File: src/mws_pkg.sv
package mws_pkg;

    // command codes carried in tuser
    localparam logic [1:0] CMD_TICK  = 2'd0;
    localparam logic [1:0] CMD_WRITE = 2'd1;
    localparam logic [1:0] CMD_CLEAR = 2'd2;

    // wave codes
    localparam logic [2:0] WAVE_CONST    = 3'd0;
    localparam logic [2:0] WAVE_NOP      = 3'd1;
    localparam logic [2:0] WAVE_SINE     = 3'd2;
    localparam logic [2:0] WAVE_SQUARE   = 3'd3;
    localparam logic [2:0] WAVE_TRIANGLE = 3'd4;
    localparam logic [2:0] WAVE_NOISE    = 3'd5;

    // noise generator
    localparam logic [31:0] LFSR_SEED = 32'h0000_0001;
    localparam logic [31:0] LFSR_TAPS = 32'h8020_0003;

    // quarter-wave sine polynomial coefficients, Q20
    localparam int unsigned QS_A = 1647099;
    localparam int unsigned QS_B = 677341;
    localparam int unsigned QS_C = 83563;

    // shared divider widths
    localparam int DIV_NW = 48;
    localparam int DIV_DW = 34;
    localparam int DIV_CW = $clog2(DIV_NW);

    localparam int TDATA_W = 184;

    // input tdata layout, last member in the lowest bits
    typedef struct packed {
        logic [2:0]         pad;
        logic [30:0]        tick;
        logic [15:0]        pulse;
        logic signed [15:0] bias;
        logic signed [15:0] amplitude;
        logic [15:0]        period_ticks;
        logic [15:0]        fade_ticks;
        logic [30:0]        end_tick;
        logic [30:0]        start_tick;
        logic [2:0]         wave_code;
        logic [2:0]         slot_index;
        logic [1:0]         track_index;
    } t_in_data;

    typedef struct packed {
        logic [2:0]         wave;
        logic [30:0]        s_begin;
        logic [30:0]        s_finish;
        logic [15:0]        fade;
        logic [15:0]        period;
        logic signed [15:0] amp;
        logic signed [15:0] bias;
        logic [15:0]        pulse;
    } t_slot;

    typedef struct packed {
        logic              start;
        logic [DIV_NW-1:0] dividend;
        logic [DIV_DW-1:0] divisor;
    } t_div_req;

    typedef struct packed {
        logic              done;
        logic [DIV_NW-1:0] quot;
        logic [DIV_DW-1:0] rem;
    } t_div_rsp;

endpackage

File: src/mws_div.sv
module mws_div (
    input  logic              i_clk,
    input  logic              i_rst_n,
    input  mws_pkg::t_div_req i_req,
    output mws_pkg::t_div_rsp o_rsp
);
    import mws_pkg::*;

    logic              r_busy;
    logic              r_done;
    logic [DIV_CW-1:0] r_cnt;
    logic [DIV_NW-1:0] r_q;
    logic [DIV_DW-1:0] r_r;
    logic [DIV_DW-1:0] r_d;
    logic [DIV_DW:0]   n_try;
    logic              n_fit;

    // restoring division, one quotient bit a cycle
    assign n_try = {r_r, r_q[DIV_NW-1]};
    assign n_fit = (n_try >= {1'b0, r_d});

    always_ff @(posedge i_clk) begin
        if (!i_rst_n) begin
            r_busy <= 1'b0;
            r_done <= 1'b0;
            r_cnt  <= '0;
        end else begin
            r_done <= 1'b0;
            if (i_req.start) begin
                r_busy <= 1'b1;
                r_cnt  <= '0;
                r_q    <= i_req.dividend;
                r_r    <= '0;
                r_d    <= i_req.divisor;
            end else if (r_busy) begin
                r_r <= n_fit ? DIV_DW'(n_try - {1'b0, r_d}) : n_try[DIV_DW-1:0];
                r_q <= {r_q[DIV_NW-2:0], n_fit};
                if (r_cnt == DIV_CW'(DIV_NW - 1)) begin
                    r_busy <= 1'b0;
                    r_done <= 1'b1;
                end else begin
                    r_cnt <= r_cnt + 1'b1;
                end
            end
        end
    end

    assign o_rsp.done = r_done;
    assign o_rsp.quot = r_q;
    assign o_rsp.rem  = r_r;

endmodule

File: config.mk
export PLATFORM = sky130hd
export DESIGN_NAME = mws_div
export DESIGN_NICKNAME = d
export VERILOG_FILES = /design/src/mws_pkg.sv /design/src/mws_div.sv
export SDC_FILE = /design/constraint.sdc
export NUM_CORES = 1
export LEC_CHECK = 0
export BUFFER_PORTS_ARGS = -buffer_cell sky130_fd_sc_hd__buf_2
export CORE_MARGIN = 2
export CORE_UTILIZATION = 25
export DETAILED_ROUTE_END_ITERATION = 16
export HOLD_SLACK_MARGIN = 0.06
export PLACE_DENSITY_LB_ADDON = 0.08
export SYNTH_ARGS = -nofsm -noshare
export SYNTH_HDL_FRONTEND = slang
export SYNTH_SLANG_ARGS = --single-unit
export TNS_END_PERCENT = 20
File: constraint.sdc
create_clock -name i_clk -period 8.97 [get_ports i_clk]
set_input_delay 1.794 -clock i_clk [delete_from_list [all_inputs] [get_ports i_clk]]
set_output_delay 1.794 -clock i_clk [all_outputs]
set_load 0.005 [all_outputs]
==> impl_metrics.ini <==
[run]
max-cap-violations = 0

[critical_path]
cp_slowest_stage_delay_ns = 0.64
timing.critical_path.arrival_ns = 3.85
crit_path_start_kind = register
setup.worst_path.class = reg -> reg
setup.worst_path.end_class = register
required_ns = 9.11
worstPathMaxFanout = 23
critPathTopFamily = compound AO/OA/AOI/OAI gates
worst_r2r_setup_slack_ns = 5.26
critPathSlowestCell = o211ai_4
path_cells = ha_1 > nand4_1 > a21oi_1 > o21a_1 > o31ai_2 > a211oi_2 > a21oi_2 > o211ai_4 > buf_4 > mux2i_1 > nor2_1
critical_path.n_buffers_inverters = 1

[synth]
synth_common_cells = edfxtp_1 (116), nor2_1 (49), mux2_2 (48)
yosysWarningCount = 0
yosys.area.top_type = edfxtp_1
synth.distinct_cells = 44
cells_after_synth = 563
yosysSeqAreaShare_pct = 53.73
proportion_of_netlist_area_held_by_the_largest_area_contributor_pct = 51.37
asyncSetResetFlopFracSynth_pct = 0
syn_area_mm2 = 0.006782
synth_flop_cell = edfxtp_1
synthTopCellsByArea = edfxtp_1 (51%), mux2_2 (8.0%), ha_1 (6.5%)
synth.ff_latch_count = 124
yosys.cell_count.top_type = edfxtp_1
mean_post_synth_cell_area_um2 = 12.05
synthesis.nets = 684
synth-edff-count = 116

[timing]
timing_max_transition_violations_final = 0
skew_ns = 0.01135
setup_repair_after_global_routing_missed_its_margin = no
finalCritPeriodShare_pct = 41.36
slew_of_the_pin_with_the_lowest_slew_margin_ns = 1.131
post-route-worst-setup-slack_ns = 5.260
finalSetupViolations = 0
achievable-frequency_mhz = 269.5
report.final.hold_viol_count = 0
slew_headroom_pct = 24.60
finalSetupTns_ns = 0
final_period_minus_worst_setup_slack_ns = 3.710

[min_path]
worstHoldPathType = reg -> reg

[detailed_routing]
drtAntennaViolNets = 0
drt-vias-per-instance = 4.488
dr_total_vias = 4887
drt_iter0_markers = 180
route.detailed.drc = 0
routedWlPerCell_um = 16.20
number_of_detailed_routing_iterations_run_before_antenna_repair = 5
drt-total-wl_um = 17650

[grt]
globalRoute.busiestLayer = met2
grtUsageMet3_pct = 5.284
grt_usage_pct = 12.81
grt_pass1_vias = 5174
grt_max_degree = 83
grtUsageMet1_pct = 15.97
global_route.usage.met2_pct = 20.03
grt_first_pass_wirelength_um = 28120
global_route.overflow_total = 0
antenna_violations_before_repair = 6

[floorplanning]
die-area_mm2 = 0.02846
coreArea_mm2 = 0.02680
ioPinCount = 168
fp.dieW_um = 168.7
floorplan.initialDensity_pct = 25.30
std_cell_rows = 60
dieHeight_um = 168.7

[cts]
total_clock_buffers_created_by_cts = 17
tritoncts_num_sinks = 124
clkTransAtPathRegs_ns = 0.06
worstSkewPairLatency_ns = 0.42
cts_tree = built
ctsHoldBuffers = 0
post_cts.repair.setup_buffers = 0
htree_num_levels = 4
root_driver = clkbuf_16
cts-root-to-sink-buffers = 2
ctsResizeCount = 0

[layout]
finish.net_count = 854
layout-drive-gt1-share_pct = 34.85
stdcell_area_mm2 = 0.008572
syn2layout_area_growth_pct = 26.40

[power_and_ir_drop]
intPower_mw = 1.311
p_sw_mw = 0.5001
power.share.switching_pct = 27.61
power_frac_seq_pct = 39.7
post-layout-total-power_mw = 1.811
p_leak_nw = 3.661
power.density_cell_area_mw_per_mm2 = 211.3
max-vdd-ir-drop_mv = 0.09758
clock_power_share_pct = 38.9
share_comb_of_total_power_pct = 21.3

[outcome]
outcome = completed

[placed_design]
post-place-ws_ns = 5.038
gp_congestion = 0.7650
placedInstanceArea_mm2 = 0.007974
place.port_buffers = 167
dp.final_hpwl_um = 12750
[tightest hold or removal path, cell delays in order (launching register included)]
cell,delay (ns)
dfxtp_1,0.32
nand2_1,0.08
nor4_1,0.06
[sequential cells by signal, indices dropped and copies added (netlist names)]
register and cells:
r_done 1, r_r 34, r_d 34, r_q 48
r_cnt 6, r_busy 1
[cells in the final DEF, fill, tap and decap left out, types with 5 or more instances in the layout]
cell type	count
edfxtp_1	116
o211ai_1	5
nand4_1	8
buf_2	166
mux2i_1	27
inv_1	42
a21oi_1	39
a31oi_1	5
a21o_1	16
o21ai_0	16
o21a_1	6
nand3_1	9
nor2_1	49
mux2_2	48
and3_1	5
o21bai_1	6
buf_4	5
nand2b_1	5
dfxtp_1	8
ha_1	35
nand2_1	28
xor2_1	16
xnor2_1	18
clkbuf_16	17
a211oi_2	6
[power groups by stage]
stage / registers, mW / logic, mW / clock network [mW]
6_report: 0.720 / 0.387 / 0.705
5_1_grt: 0.727 / 0.439 / 0.752
4_1_cts: 0.722 / 0.395 / 0.734
3_5_place_dp: 0.732 / 0.393 / 0
3_3_place_gp: 0.732 / 0.395 / 0
2_1_floorplan: 0.729 / 0.277 / 0
[final timing paths]
| kind | from | endpoint | cells past startpoint |
|---|---|---|---|
| max reg2reg | r_r[9]$_SDFFCE_PP0P_ | r_r[20]$_SDFFCE_PP0P_ | 11 |
| min reg2reg | r_cnt[5]$_SDFFE_PP0P_ | r_done$_SDFF_PP0_ | 2 |
| min | r_cnt[5]$_SDFFE_PP0P_ | r_done$_SDFF_PP0_ | 2 |
| max | r_r[9]$_SDFFCE_PP0P_ | r_r[20]$_SDFFCE_PP0P_ | 11 |
[kinds of logic after synthesis]
| logic type | count (synthesis) | share of synthesized area, % |
|---|---|---|
| adders and majority gates | 36 | 6.753 |
| buffers and inverters | 62 | 3.948 |
| muxes | 75 | 11.96 |
| and+or+nand+nor | 113 | 7.380 |
| DFF | 124 | 53.73 |
| AOI/OAI and AO/OA | 119 | 11.85 |
| xor gates and xnor gates | 34 | 4.391 |
[final cells by class]
type,count,area [um^2]
antenna,2,5.005
clock buffer,21,450.4
clock inverter,11,142.6
fill,2757,18230
inverter,42,157.7
multi-input combinational,377,2878
sequential,124,3643
tap,341,426.7
timing repair buffer,171,868.3
[metrics by stage]
step | utilization (%) | cells | hold WS, ns
floorplan | - | 563 | 0.4562
global placement | 29.75 | 1055 | 0.4997
detailed placement | 29.75 | 1055 | 0.4950
CTS | 31.97 | 1087 | 0.5150
global route | 31.97 | 1087 | 0.5299
finish | 31.98 | 1089 | 0.5138
[metal layers]
metal | up-vias | share of wire [%]
met1 | 2295 | 45
met5 | - | 0.29
met4 | 8 | 1.3
met2 | 143 | 45
met3 | 23 | 8.0
li1 | 2418 | -
Power figures use the tool's default switching activity.
